[config.mk]
export PLATFORM = sky130hd
export DESIGN_NAME = udp_checksum_stream_unit
export DESIGN_NICKNAME = d
export VERILOG_FILES = /design/src/sv/udpcs_pkg.sv /design/src/sv/udp_checksum_stream_unit.sv /design/src/sv/udpcs_sum_core.sv
export SDC_FILE = /design/constraint.sdc
export NUM_CORES = 1
export LEC_CHECK = 0
export BUFFER_PORTS_ARGS = -buffer_cell sky130_fd_sc_hd__buf_2
export CORE_MARGIN = 3
export CORE_UTILIZATION = 35
export CTS_BUF_LIST = sky130_fd_sc_hd__clkbuf_8
export DETAILED_ROUTE_END_ITERATION = 16
export SLEW_MARGIN = 0
export SYNTH_ARGS = -nofsm -noshare
export SYNTH_HDL_FRONTEND = slang
export SYNTH_SLANG_ARGS = --single-unit
[constraint.sdc]
create_clock -name clk -period 14.8 [get_ports clk]
set_input_delay 1.48 -clock clk [delete_from_list [all_inputs] [get_ports clk]]
set_output_delay 1.48 -clock clk [all_outputs]
set_load 0.02 [all_outputs]
[src/sv/udpcs_pkg.sv]
// shared types and constants for the udp checksum stream unit
package udpcs_pkg;

  // ip protocol number of udp, added into the pseudo header
  localparam logic [15:0] UDP_PROTO_NUM = 16'd17;
  localparam logic [15:0] ODD_MASK      = 16'hFF00;
  localparam logic [31:0] HI_HALF_MASK  = 32'hFFFF0000;
  localparam logic [31:0] LO_HALF_MASK  = 32'h0000FFFF;
  localparam logic [15:0] INDEX_MAX     = 16'hFFFF;
  // word index of the udp checksum field, summed as zero
  localparam logic [15:0] CSUM_WORD     = 16'd3;
  localparam logic [15:0] LEN_WORD      = 16'd2;

  typedef struct packed {
    logic [15:0] seg_word;
    logic        first_word;
    logic        last_word;
    logic [31:0] src_addr;
    logic [31:0] dst_addr;
  } udpcs_item_t;

  typedef struct packed {
    logic [15:0] checksum_out;
    logic        length_mismatch;
  } udpcs_result_t;

endpackage

[src/sv/udp_checksum_stream_unit.sv]
// udp over ipv4 checksum on a 16-bit word stream, top level
// an accepted last word passes through the input register and then the result register to m_tvalid
// throughput: one item per cycle, unless a held result meets a full output with m_tready low
// the output register lets new items enter while a result waits for m_tready, until a further last word is held
// reset: synchronous active-high rst clears the input and output stages and the segment state
module udp_checksum_stream_unit import udpcs_pkg::*; (
  input  logic        clk,
  input  logic        rst,
  input  logic        s_tvalid,
  output logic        s_tready,
  input  logic [79:0] s_tdata,   // seg_word[15:0], src_addr[47:16], dst_addr[79:48]
  input  logic        s_tlast,   // last_word
  input  logic        s_tuser,   // first_word
  output logic        m_tvalid,
  input  logic        m_tready,
  output logic [15:0] m_tdata,   // checksum_out[15:0]
  output logic        m_tuser    // length_mismatch
);

  logic          in_valid;
  udpcs_item_t   in_item;
  logic          out_valid;
  udpcs_result_t out_data;
  logic          has_result;
  udpcs_result_t result;
  logic          advance;
  logic          step;

  // the held item moves on unless its result finds the output full and m_tready low
  assign advance  = !out_valid || m_tready || !has_result;
  assign step     = in_valid && advance;
  assign s_tready = !in_valid || advance;

  // input register
  always_ff @(posedge clk) begin
    if (rst) begin
      in_valid <= 1'b0;
    end else if (s_tready) begin
      in_valid <= s_tvalid;
    end
  end

  always_ff @(posedge clk) begin
    if (s_tvalid && s_tready) begin
      in_item.seg_word   <= s_tdata[15:0];
      in_item.src_addr   <= s_tdata[47:16];
      in_item.dst_addr   <= s_tdata[79:48];
      in_item.last_word  <= s_tlast;
      in_item.first_word <= s_tuser;
    end
  end

  udpcs_sum_core u_core (
    .clk        (clk),
    .rst        (rst),
    .step       (step),
    .item       (in_item),
    .has_result (has_result),
    .result     (result)
  );

  // result register
  always_ff @(posedge clk) begin
    if (rst) begin
      out_valid <= 1'b0;
    end else if (step && has_result) begin
      out_valid <= 1'b1;
    end else if (m_tready) begin
      out_valid <= 1'b0;
    end
  end

  always_ff @(posedge clk) begin
    if (step && has_result) begin
      out_data <= result;
    end
  end

  assign m_tvalid = out_valid;
  assign m_tdata  = out_data.checksum_out;
  assign m_tuser  = out_data.length_mismatch;

endmodule

[src/sv/udpcs_sum_core.sv]
// running ones' complement sum, segment state and final fold for one item
module udpcs_sum_core import udpcs_pkg::*; (
  input  logic          clk,
  input  logic          rst,
  input  logic          step,
  input  udpcs_item_t   item,
  output logic          has_result,
  output udpcs_result_t result
);

  logic [31:0] running_sum;
  logic [15:0] word_index;
  logic [15:0] segment_length;
  logic        in_segment;
  logic [15:0] head0;
  logic [15:0] head1;

  logic [31:0] running_sum_next;
  logic [15:0] word_index_next;
  logic [15:0] segment_length_next;
  logic        in_segment_next;

  logic [31:0] sum_eff;
  logic [15:0] idx_eff;
  logic [15:0] len_eff;
  logic [15:0] head0_eff;
  logic [15:0] head1_eff;
  logic        active;
  logic [17:0] addr_sum;
  logic [17:0] add_part;
  logic [31:0] total;
  logic [16:0] fold1;
  logic [16:0] fold2;
  logic [16:0] want;

  // contribution of word idx under length len
  function automatic logic [15:0] word_part(input logic [15:0] idx, input logic [15:0] w,
                                            input logic [15:0] len);
    logic [16:0] off;
    logic [16:0] len17;
    off   = {idx, 1'b0};
    len17 = {1'b0, len};
    if (idx == CSUM_WORD || off >= len17) begin
      word_part = '0;
    end else if (off + 17'd1 == len17) begin
      word_part = w & ODD_MASK;
    end else begin
      word_part = w;
    end
  endfunction

  // pseudo header address halves, taken on the first word
  assign addr_sum = 18'((item.src_addr & HI_HALF_MASK) >> 16)
                  + 18'(item.src_addr & LO_HALF_MASK)
                  + 18'((item.dst_addr & HI_HALF_MASK) >> 16)
                  + 18'(item.dst_addr & LO_HALF_MASK);

  // state as seen by this item, a first word restarts the segment
  always_comb begin
    if (item.first_word) begin
      sum_eff   = 32'(addr_sum);
      idx_eff   = '0;
      len_eff   = '0;
      head0_eff = '0;
      head1_eff = '0;
    end else begin
      sum_eff   = running_sum;
      idx_eff   = word_index;
      len_eff   = segment_length;
      head0_eff = head0;
      head1_eff = head1;
    end
    active = item.first_word || in_segment;
  end

  // add this item's words and advance the segment state
  always_comb begin
    segment_length_next = len_eff;
    add_part            = '0;
    if (idx_eff == LEN_WORD) begin
      segment_length_next = item.seg_word;
      add_part = 18'(word_part(16'd0, head0_eff, item.seg_word))
               + 18'(word_part(16'd1, head1_eff, item.seg_word))
               + 18'(word_part(LEN_WORD, item.seg_word, item.seg_word));
    end else if (idx_eff > LEN_WORD) begin
      add_part = 18'(word_part(idx_eff, item.seg_word, len_eff));
    end
    running_sum_next = sum_eff + 32'(add_part);
    word_index_next  = (idx_eff == INDEX_MAX) ? idx_eff : idx_eff + 16'd1;
    in_segment_next  = !item.last_word;
  end

  // pseudo header length and protocol, carry fold and inversion
  always_comb begin
    total  = running_sum_next + 32'(segment_length_next) + 32'(UDP_PROTO_NUM);
    fold1  = 17'(total[15:0]) + 17'(total[31:16]);
    fold2  = 17'(fold1[15:0]) + 17'(fold1[16]);
    want   = (17'(segment_length_next) + 17'd1) >> 1;
    has_result             = active && item.last_word;
    result.checksum_out    = ~fold2[15:0];
    result.length_mismatch = (17'(word_index_next) != want);
  end

  // control state
  always_ff @(posedge clk) begin
    if (rst) begin
      running_sum    <= '0;
      word_index     <= '0;
      segment_length <= '0;
      in_segment     <= 1'b0;
    end else if (step && active) begin
      running_sum    <= running_sum_next;
      word_index     <= word_index_next;
      segment_length <= segment_length_next;
      in_segment     <= in_segment_next;
    end
  end

  // header words held until the length is known
  always_ff @(posedge clk) begin
    if (step && active) begin
      if (idx_eff == 16'd0) begin
        head0 <= item.seg_word;
      end
      if (idx_eff == 16'd1) begin
        head1 <= item.seg_word;
      end
    end
  end

endmodule

==> out/metrics.cfg, run 1 <==
[power]
p_sw_uw=682
clock_power_share_pct=20.0
combPwrFrac_pct=43.5
p_int_mw=1.08
p_leak_nw=7.11
ir_drop_v=0.0000751
power-per-cell-area_nw_per_um2=102
seqPwrFrac_pct=36.4
p_sw_share_pct=38.8

[setup_path]
ff2ff_path_depth=48
regToRegEndpoint=m_tdata[15]
endpoint_kind=register
crit_top_cell=ha_1
cp_slowest_cell=edfxtp_1
cp.required_ps=15070
criticalPathCategory=register to register
cpPeakStageDelay_ps=570
r2r-start=in_item[69]
crit_arrival_ps=12100
rrSetupSlack_ps=2980
crit_fanout=8
start_kind=register

[clock_network]
cts-htree-levels=4
clkTransAtPathRegs_ps=100
postCtsHoldBufs=0
cts_tree=done
clk_latency_ps=540
cts.sinks=198
root_buffer=clkbuf_8
post_cts_buffers=0
cts_made_buffers=17
clockBufferDepth=2
ctsResizeCount=0

[yosys]
synth_top_family_by_area=simple AND/OR/NAND/NOR gates
synthTopCellsByCount=178 x nand2_1, 153 x ha_1, 149 x a21oi_1, 147 x nor2_1, 131 x edfxtp_1
synth.yosys.warnings=0
synth_compound_area_share_pct=17.3
synth-async-reset-ratio_pct=0
synth.distinct_cells=79
ys_top_cells_by_area=edfxtp_1 25%, ha_1 12%, dfxtp_1 8.5%
synth.avg_cell_area_um2=8.82
seq_area_frac_synth_pct=33.4
synthMuxAreaShare_pct=1.65
synth_flop_cell=edfxtp_1
netlist_area_um2=15800
synth_top_area_cell=edfxtp_1
synth_most_common_cell=nand2_1
synthSimpleGateAreaFrac_pct=19.1
synth_xor_area_share_pct=8.69
synthAdderAreaFrac_pct=15.0
synth_edf_count=131
ys_seq_elements=198
syn_inst=1790
synth_top_area_share_pct=24.9
synth_nets=2052

[timing]
fmax_ghz=0.0846
fin_setup_tns_ps=0
rsz0062_at_grt=false
relSlewSlack_pct=41.5
fin_ws_ps=2980
fin_crit_sh_pct=79.9
worstMarginPinSlew_ps=878
setup_viol=0
fin_worst_skew_ps=36.4
maxSlewViolCount=0
period_needed_ps=11820
finalHoldViolations=0

[floorplan]
die_w_um=218
die_h_um=218
io_pins=105
core-area_um2=44400
fp.dieArea_um2=47700
rows=77
initial_utilization_pct=35.5

[route]
ant_nets=0
drt_wl_total_um=40900
drt-pass1-iter-count=5
vias=13100
route.detailed.drc=0
wl_per_cell_um=16.6
vias_per_cell=5.32
drt-initial-drc-count=899

[worst_hold_path]
worstHoldPathCells=2
hold_end=u_core.running_sum[1]
min_path_type=register to register
hp-start=u_core.running_sum[1]

[finish]
fillers=4523
drive_gt1_share_pct=9.81
nets=2114
area_growth_pct=9.07
num_antenna_cells=0
fin_util_pct=38.8

[place]
place_ws_ps=3110
port_buffers=104
place.gp.congestion=0.915
dp_hpwl_um=31700

[global_routing]
antenna_found_initial=0
grt_pass1_wl_um=66000
grt_max_degree=71
grt_usage_pct=17.3
grt_pass1_vias=12500
grt_overflow=0

[status]
status=finished clean

[job]
max_cap_violations=0

-- area by class of cell --
class | count | area (µm²) | share of cell area (%)
tap | 592 | 741 | 4.30
multi-input combinational | 1393 | 9750 | 56.6
inverter | 129 | 484 | 2.81
clock buffer | 17 | 234 | 1.36
sequential | 198 | 5280 | 30.6
timing repair buffer | 113 | 588 | 3.41
clock inverter | 15 | 145 | 0.843
-- critical path, delay by kind of cell, from the launching register on --
kind / cells / cell delay, ps
and+or+nand+nor: 18 / 4110
AOI/OAI and AO/OA: 17 / 3890
adders and majority gates: 7 / 2070
xor gates and xnor gates: 5 / 890
DFF: 1 / 570
buffers and inverters: 1 / 60
-- routing by layer --
| layer | GRT usage, % | up-vias | part of all wire, % |
|---|---|---|---|
| met5 | 0 | - | 0 |
| met4 | 6.09 | 0 | 2.7 |
| met3 | 2.41 | 58 | 4.6 |
| met2 | 27.7 | 311 | 45 |
| met1 | 23.9 | 6164 | 48 |
| li1 | - | 6529 | - |
-- power groups by stage --
stage / registers (mW) / clock network (mW) / logic, mW
after CTS: 0.641 / 0.365 / 0.766
after global routing: 0.644 / 0.387 / 0.862
after floorplan: 0.652 / 0 / 0.573
final: 0.640 / 0.352 / 0.765
after detailed placement: 0.653 / 0 / 0.760
after global placement: 0.652 / 0 / 0.752
-- registers in the layout (all words and copies together), names as in the netlist, 16 cells and up --
signal	cells
in_item	82
u_core.running_sum	32
m_tdata	16
u_core.head0	16
u_core.head1	16
u_core.segment_length	16
u_core.word_index	16
-- cell families after synthesis --
group	count (synthesis)
buf+inv	199
fa+ha+maj	176
flops	198
compound gates	426
mux	24
xor+xnor	152
simple gates	615
-- per-stage QoR --
step,std cells,power (mW),area [µm²],hold WS [ps]
floorplan,1790,1.22,15800,432
global route,2457,1.89,17200,481
detailed placement,2425,1.41,16800,445
global placement,2425,1.40,16800,440
finish,2457,1.76,17200,458
CTS,2457,1.77,17200,461
-- cells in the final DEF (no fill, tap or decap), types with 7 or more instances in the layout --
cell      count
xnor2_1     104
nand4_1      16
o21bai_1      9
nand3_1      44
and2_1       40
clkbuf_8     17
nor2b_1      32
o21a_1       23
and3_1       26
a21o_1       26
mux2i_1       8
nor3_1       51
or3_1        11
nor4_1       14
dfxtp_1      67
o31ai_1       7
a31oi_1      12
nand2b_1     14
inv_1       129
buf_2       104
fa_1         23
a21oi_1     149
a211oi_1     39
a22oi_1       9
mux2_2       16
o21ai_0      73
a22o_1        9
a211o_1       9
xor2_1       45
edfxtp_1    131
nand2_1     178
buf_4         9
nor2_1      147
ha_1        153
-- how the worst max path moves through the flow --
stage	startpoint	endpoint	slack (ps)	depth (start not counted)
final	in_item[69]	m_tdata[15]	2980	48
after CTS	in_item[69]	m_tdata[15]	3070	48
after global placement	in_item[69]	m_tdata[15]	3420	48
after floorplan	in_item[65]	m_tdata[15]	3770	51
after detailed placement	in_item[69]	m_tdata[15]	3110	48
after global routing	in_item[69]	m_tdata[15]	1920	48
Power figures use the tool's default switching activity.
==> run 2, diff against run 1 <==
- clock period: 14.8 -> 11.1 ns (I/O delays scaled with it)
==> run 2 against run 1 <==
  * Flip-flop and latch count stayed put
  * Highest routed layer unchanged
  * Sequential power is 32% higher
  * Combinational power is 42% higher
  * Register-to-register slack worse by 2400 ps
  * Global-route usage is 0.90 points higher
  * Critical path type unchanged
  * Largest cell class unchanged
  * Largest power group unchanged
==> out/metrics.cfg, run 2 (same netlist as run 1, synthesis figures left out) <==
[setup_path]
cp.required_ps=11400  ; was 15,070 ps
crit_arrival_ps=10790  ; was 12,100 ps
endpoint_kind=register  ; unchanged
crit_top_cell=ha_1  ; unchanged
criticalPathCategory=register to register  ; unchanged
start_kind=register  ; unchanged
crit_path_start=in_item[79]  ; was in_item[69]
r2r-start=in_item[79]  ; was in_item[69]
crit_fanout=8  ; unchanged
cp_slowest_cell=or3b_2  ; was edfxtp_1
cpPeakStageDelay_ps=480  ; was 570 ps

[clock_network]
cts.sinks=198  ; unchanged
root_buffer=clkbuf_8  ; unchanged
cts_made_buffers=17  ; unchanged
clkTransAtPathRegs_ps=120  ; was 100 ps
cts_tree=done  ; unchanged
postCtsHoldBufs=0  ; unchanged
clockBufferDepth=2  ; unchanged
clk_latency_ps=560  ; was 540 ps
cts-htree-levels=4  ; unchanged

[finish]
layout_common_cells=177 x nand2_1, 149 x ha_1, 145 x nor2_1, 145 x a21oi_1, 131 x edfxtp_1  ; was 178 x nand2_1, 153 x ha_1, 149 x a21oi_1
area_growth_pct=12.9  ; was 9.07%
top_register=in_item  ; unchanged
num_antenna_cells=0  ; unchanged
largestRegisters=in_item x82, u_core.running_sum x32  ; unchanged
nets=2164  ; was 2,114
largest_register_ff_count=82  ; unchanged
layout_commonest_cell=nand2_1  ; unchanged
final_area_um2=17800  ; was 17,200 µm²
final_cells=2507  ; was 2,457
fin_util_pct=40.1  ; was 38.8%
drive_gt1_share_pct=13.9  ; was 9.81%

[route]
drt_wl_total_um=42700  ; was 40,900 µm
vias=13300  ; was 13,100
wl_met3_um=1890  ; was 1870 µm
route.detailed.drc=0  ; unchanged
drt-initial-drc-count=821  ; was 899
drt-pass1-iter-count=5  ; unchanged
top_layer_used=met4  ; unchanged
routed-wl-met2_um=19700  ; was 18,400 µm
vias_per_cell=5.30  ; was 5.32
met1_length_um=20400  ; was 19,500 µm
ant_nets=0  ; unchanged
wl_per_cell_um=17.0  ; was 16.6 µm

[power]
ir_drop_v=0.000105  ; was 0.0000751 V
p_leak_nw=7.40  ; was 7.11 nW
power-per-cell-area_nw_per_um2=136  ; was 102 nW/µm²

[place]
place.gp.congestion=0.939  ; was 0.915
dp.cells=2461  ; was 2,425
placed_area_um2=17100  ; was 16,800 µm²
port_buffers=104  ; unchanged
dp_hpwl_um=33100  ; was 31,700 µm

[global_routing]
antenna_found_initial=0  ; unchanged
grt_usage_pct=18.2  ; was 17.3%
grt_pass1_wl_um=68700  ; was 66,000 µm
grt_pass1_vias=12900  ; was 12,500
grt_overflow=0  ; unchanged
grt_max_degree=78  ; was 71

[timing]
fin_crit_sh_pct=94.5  ; was 79.9%
maxSlewViolCount=0  ; unchanged
whs_ps=464  ; was 458 ps
finalHoldViolations=0  ; unchanged
relSlewSlack_pct=41.3  ; was 41.5%
period_needed_ps=10490  ; was 11,820 ps
worstMarginPinSlew_ps=881  ; was 878 ps
fin_worst_skew_ps=25.2  ; was 36.4 ps
fmax_ghz=0.0953  ; was 0.0846 GHz
setup_viol=0  ; unchanged

[status]
status=finished clean  ; unchanged

[worst_hold_path]
min_path_type=register to register  ; unchanged
hp-start=u_core.running_sum[12]  ; was u_core.running_sum[1]

[job]
max_cap_violations=0  ; unchanged

[floorplan]
die_h_um=218  ; unchanged
fp.dieArea_um2=47700  ; unchanged
io_pins=105  ; unchanged
core-area_um2=44400  ; unchanged
initial_utilization_pct=35.5  ; unchanged
die_w_um=218  ; unchanged
rows=77  ; unchanged

run 2: per-layer routing:
metal	vias to the layer above	track usage, %
li1	6624	-
met1	6300	24.9
met2	314	29.3
met3	49	3.24
met4	0	5.37
met5	-	0
run 2: per-stage QoR:
step | setup slack (ps) | power [mW] | setup TNS [ps]
floorplan | 73.9 | 1.63 | 0
CTS | 29.5 | 2.42 | 0
global placement | 234 | 1.89 | 0
global route | -89.4 | 2.61 | -160
detailed placement | -64.5 | 1.91 | -151
finish | 609 | 2.43 | 0
run 2: power by group:
group          switching, mW  total (mW)  internal, mW
logic                  0.635        1.09         0.452
registers             0.0136       0.848         0.834
clock network          0.308       0.497         0.189
total                  0.956        2.43          1.47
run 2: worst max-delay path, delay by kind of cell, from the launching register on:
family / cells / cell delay (ps)
DFF: 1 / 450
buffers and inverters: 2 / 150
and+or+nand+nor: 20 / 3710
xor gates and xnor gates: 4 / 590
AOI/OAI and AO/OA: 14 / 2860
adders and majority gates: 9 / 2470
run 2: area by class of cell:
cell class	count	area [µm²]
fillers	4416	26600
repair buffers	163	976
well taps	592	741
flip-flops and latches	198	5280
clock buffers	17	234
multi-input cells	1393	9940
clock inverters	15	178
inverters	129	488
run 2: timing repair:
item,4_1_cts,5_1_grt
resized for setup,3,47
setup buffers,1,13
cloned,0,0
setup endpoints to repair,5,16
pin swaps,1,18
run 2: final timing paths:
check / endpoint / slack, ps / depth (start not counted)
setup / recovery: m_tdata[14] / 610 / 49
hold / removal: u_core.running_sum[12] / 460 / 2
setup reg to reg: m_tdata[14] / 610 / 49
hold reg to reg: u_core.running_sum[12] / 460 / 2
==> run 3, diff against run 2 <==
- CORE_UTILIZATION: 35 -> 64
- PLACE_DENSITY: unset -> 0.84
==> run 3 against run 2 <==
  * Register-to-register slack worse by 300 ps
  * Hold slack better by 0.64 ps
  * Cell count decreased by 11%
==> out/metrics.cfg, run 3 (same netlist as run 1, synthesis figures left out) <==
[status]
status=finished clean  ; unchanged

[power]
p_int_mw=1.48  ; was 1.47 mW
combPwrFrac_pct=45.8  ; was 44.7%
p_leak_nw=7.38  ; was 7.40 nW
power-per-cell-area_nw_per_um2=141  ; was 136 nW/µm²
clock_power_share_pct=20.0  ; was 20.4%
p_sw_share_pct=40.3  ; was 39.3%
seqPwrFrac_pct=34.2  ; was 34.9%
finalPower_mw=2.48  ; was 2.43 mW
ir_drop_v=0.000124  ; was 0.000105 V
p_sw_uw=999  ; was 956 µW

[route]
drt-initial-drc-count=1497  ; was 821
route.detailed.drc=0  ; unchanged
ant_nets=0  ; unchanged
drt-pass1-iter-count=6  ; was 5
drt_wl_total_um=41800  ; was 42,700 µm
vias=13800  ; was 13,300
vias_per_cell=6.22  ; was 5.30
wl_per_cell_um=18.8  ; was 17.0 µm

[finish]
top_register=in_item  ; unchanged
multiInputGateArea_um2=10100  ; was 9940 µm²
drive_gt1_share_pct=14.7  ; was 13.9%
seq_area_um2=5280  ; unchanged
layout_common_cells=177 x nand2_1, 143 x nor2_1, 143 x ha_1  ; was 177 x nand2_1, 149 x ha_1, 145 x nor2_1, 145 x a21oi_1, 131 x edfxtp_1
nets=2155  ; was 2,164
layout_commonest_cell=nand2_1  ; unchanged
num_antenna_cells=0  ; unchanged
final_area_um2=17600  ; was 17,800 µm²
largest_register_ff_count=82  ; unchanged
area_growth_pct=11.5  ; was 12.9%
largestRegisters=in_item x82, u_core.running_sum x32  ; unchanged
fillers=1717  ; was 4,416

[timing]
fin_worst_skew_ps=21.3  ; was 25.2 ps
fin_crit_sh_pct=97.2  ; was 94.5%
finalHoldViolations=0  ; unchanged
setup_viol=0  ; unchanged
maxSlewViolCount=0  ; unchanged
period_needed_ps=10790  ; was 10,490 ps
relSlewSlack_pct=35.6  ; was 41.3%
fmax_ghz=0.0927  ; was 0.0953 GHz
worstMarginPinSlew_ps=966  ; was 881 ps

[global_routing]
use_met2_pct=51.4  ; was 29.3%
grt_usage_pct=30.6  ; was 18.2%
top_usage_layer=met2  ; unchanged
grt_pass1_wl_um=65400  ; was 68,700 µm
use_met1_pct=40.3  ; was 24.9%
grt_use_met3_pct=5.38  ; was 3.24%
grt_overflow=0  ; unchanged
grt_max_degree=78  ; unchanged
grt_pass1_vias=13200  ; was 12,900
antenna_found_initial=0  ; unchanged

[place]
place.gp.congestion=0.990  ; was 0.939
dp_hpwl_um=30700  ; was 33,100 µm
port_buffers=104  ; unchanged
placed_area_um2=16700  ; was 17,100 µm²

[floorplan]
core-area_um2=23800  ; was 44,400 µm²
rows=56  ; was 77
initial_utilization_pct=66.3  ; was 35.5%
die_h_um=163  ; was 218 µm
fp.dieArea_um2=26600  ; was 47,700 µm²
io_pins=105  ; unchanged
die_w_um=163  ; was 218 µm

[clock_network]
cts_tree=done  ; unchanged
postCtsHoldBufs=0  ; unchanged
cts-htree-levels=4  ; unchanged
clockBufferDepth=2  ; unchanged
clkTransAtPathRegs_ps=120  ; about the same
root_buffer=clkbuf_8  ; unchanged
clk_latency_ps=490  ; was 560 ps
cts_made_buffers=17  ; unchanged
cts.sinks=198  ; unchanged

[worst_hold_path]
min_path_type=register to register  ; unchanged

[setup_path]
cp_slowest_cell=or3b_2  ; unchanged
start_kind=register  ; unchanged
cpPeakStageDelay_ps=490  ; was 480 ps
crit_arrival_ps=11040  ; was 10,790 ps
cp.required_ps=11350  ; was 11,400 ps
endpoint_kind=register  ; unchanged
crit_fanout=8  ; unchanged
criticalPathCategory=register to register  ; unchanged
crit_top_cell=ha_1  ; unchanged

[job]
max_cap_violations=0  ; unchanged

## run 3: changes by cell type in the layout (fill, tap and decap cells not counted), sizes merged
| cell | change |
|---|---|
| buf | -9 |
| clkinv | +4 |
| clkinvlp | -4 |
| bufinv | -1 |
| inv | +1 |
## run 3: final cells by class
cell class              instances  area share, %
multi-input cells            1393           57.5
inverters                     129           2.75
well taps                     319           2.27
flip-flops and latches        198           30.0
clock inverters                15           1.09
repair buffers                154           5.11
clock buffers                  17           1.33
## run 3: worst max-delay path, delay by kind of cell, from the launching register on
family	cells	cell delay, ps
AO/OA/AOI/OAI	17	2820
AND/OR/NAND/NOR	20	4170
buffers and inverters	1	80
adder cells (fa/ha/maj)	8	2110
flip-flops	1	450
XOR/XNOR	5	910
## run 3: stage by stage
stage               setup slack [ps]  cells  TNS (ps)  hold WS [ps]  util [%]
global route                    -217   2225      -681           486      73.9
CTS                             25.3   2211         0           463      72.0
global placement                 310   2178         0           441      70.1
detailed placement              -308   2178     -1260           447      70.1
finish                           310   2225         0           465      73.9
floorplan                       73.9   1790         0           432         -
## run 3: power groups by stage
stage               logic, mW  registers [mW]  clock network (mW)
floorplan               0.763           0.869                   0
global placement        0.992           0.863                   0
detailed placement       1.02           0.865                   0
CTS                      1.04           0.848               0.502
global route             1.24           0.852               0.530
finish                   1.14           0.849               0.497
## run 3: path summary, 6_finish.rpt
| check | startpoint | endpoint | slack (ps) | cells past startpoint |
|---|---|---|---|---|
| setup reg to reg | in_item[79] | m_tdata[15] | 310 | 51 |
| hold / removal | u_core.running_sum[15] | u_core.running_sum[15] | 460 | 2 |
| hold reg to reg | u_core.running_sum[15] | u_core.running_sum[15] | 460 | 2 |
| setup / recovery | in_item[79] | m_tdata[15] | 310 | 51 |
## run 3: routing by layer
layer  wire [µm]  vias up
met5           0        -
met4        1390        0
met3        3330      118
met2       19700      586
met1       17300     6546
li1            -     6596
## run 3: what timing repair did
| item | 4_1_cts | 5_1_grt |
|---|---|---|
| pin swaps | 1 | 36 |
| buffers inserted | 1 | 14 |
| endpoints found under the setup margin | 6 | 15 |
| resized for setup | 9 | 76 |
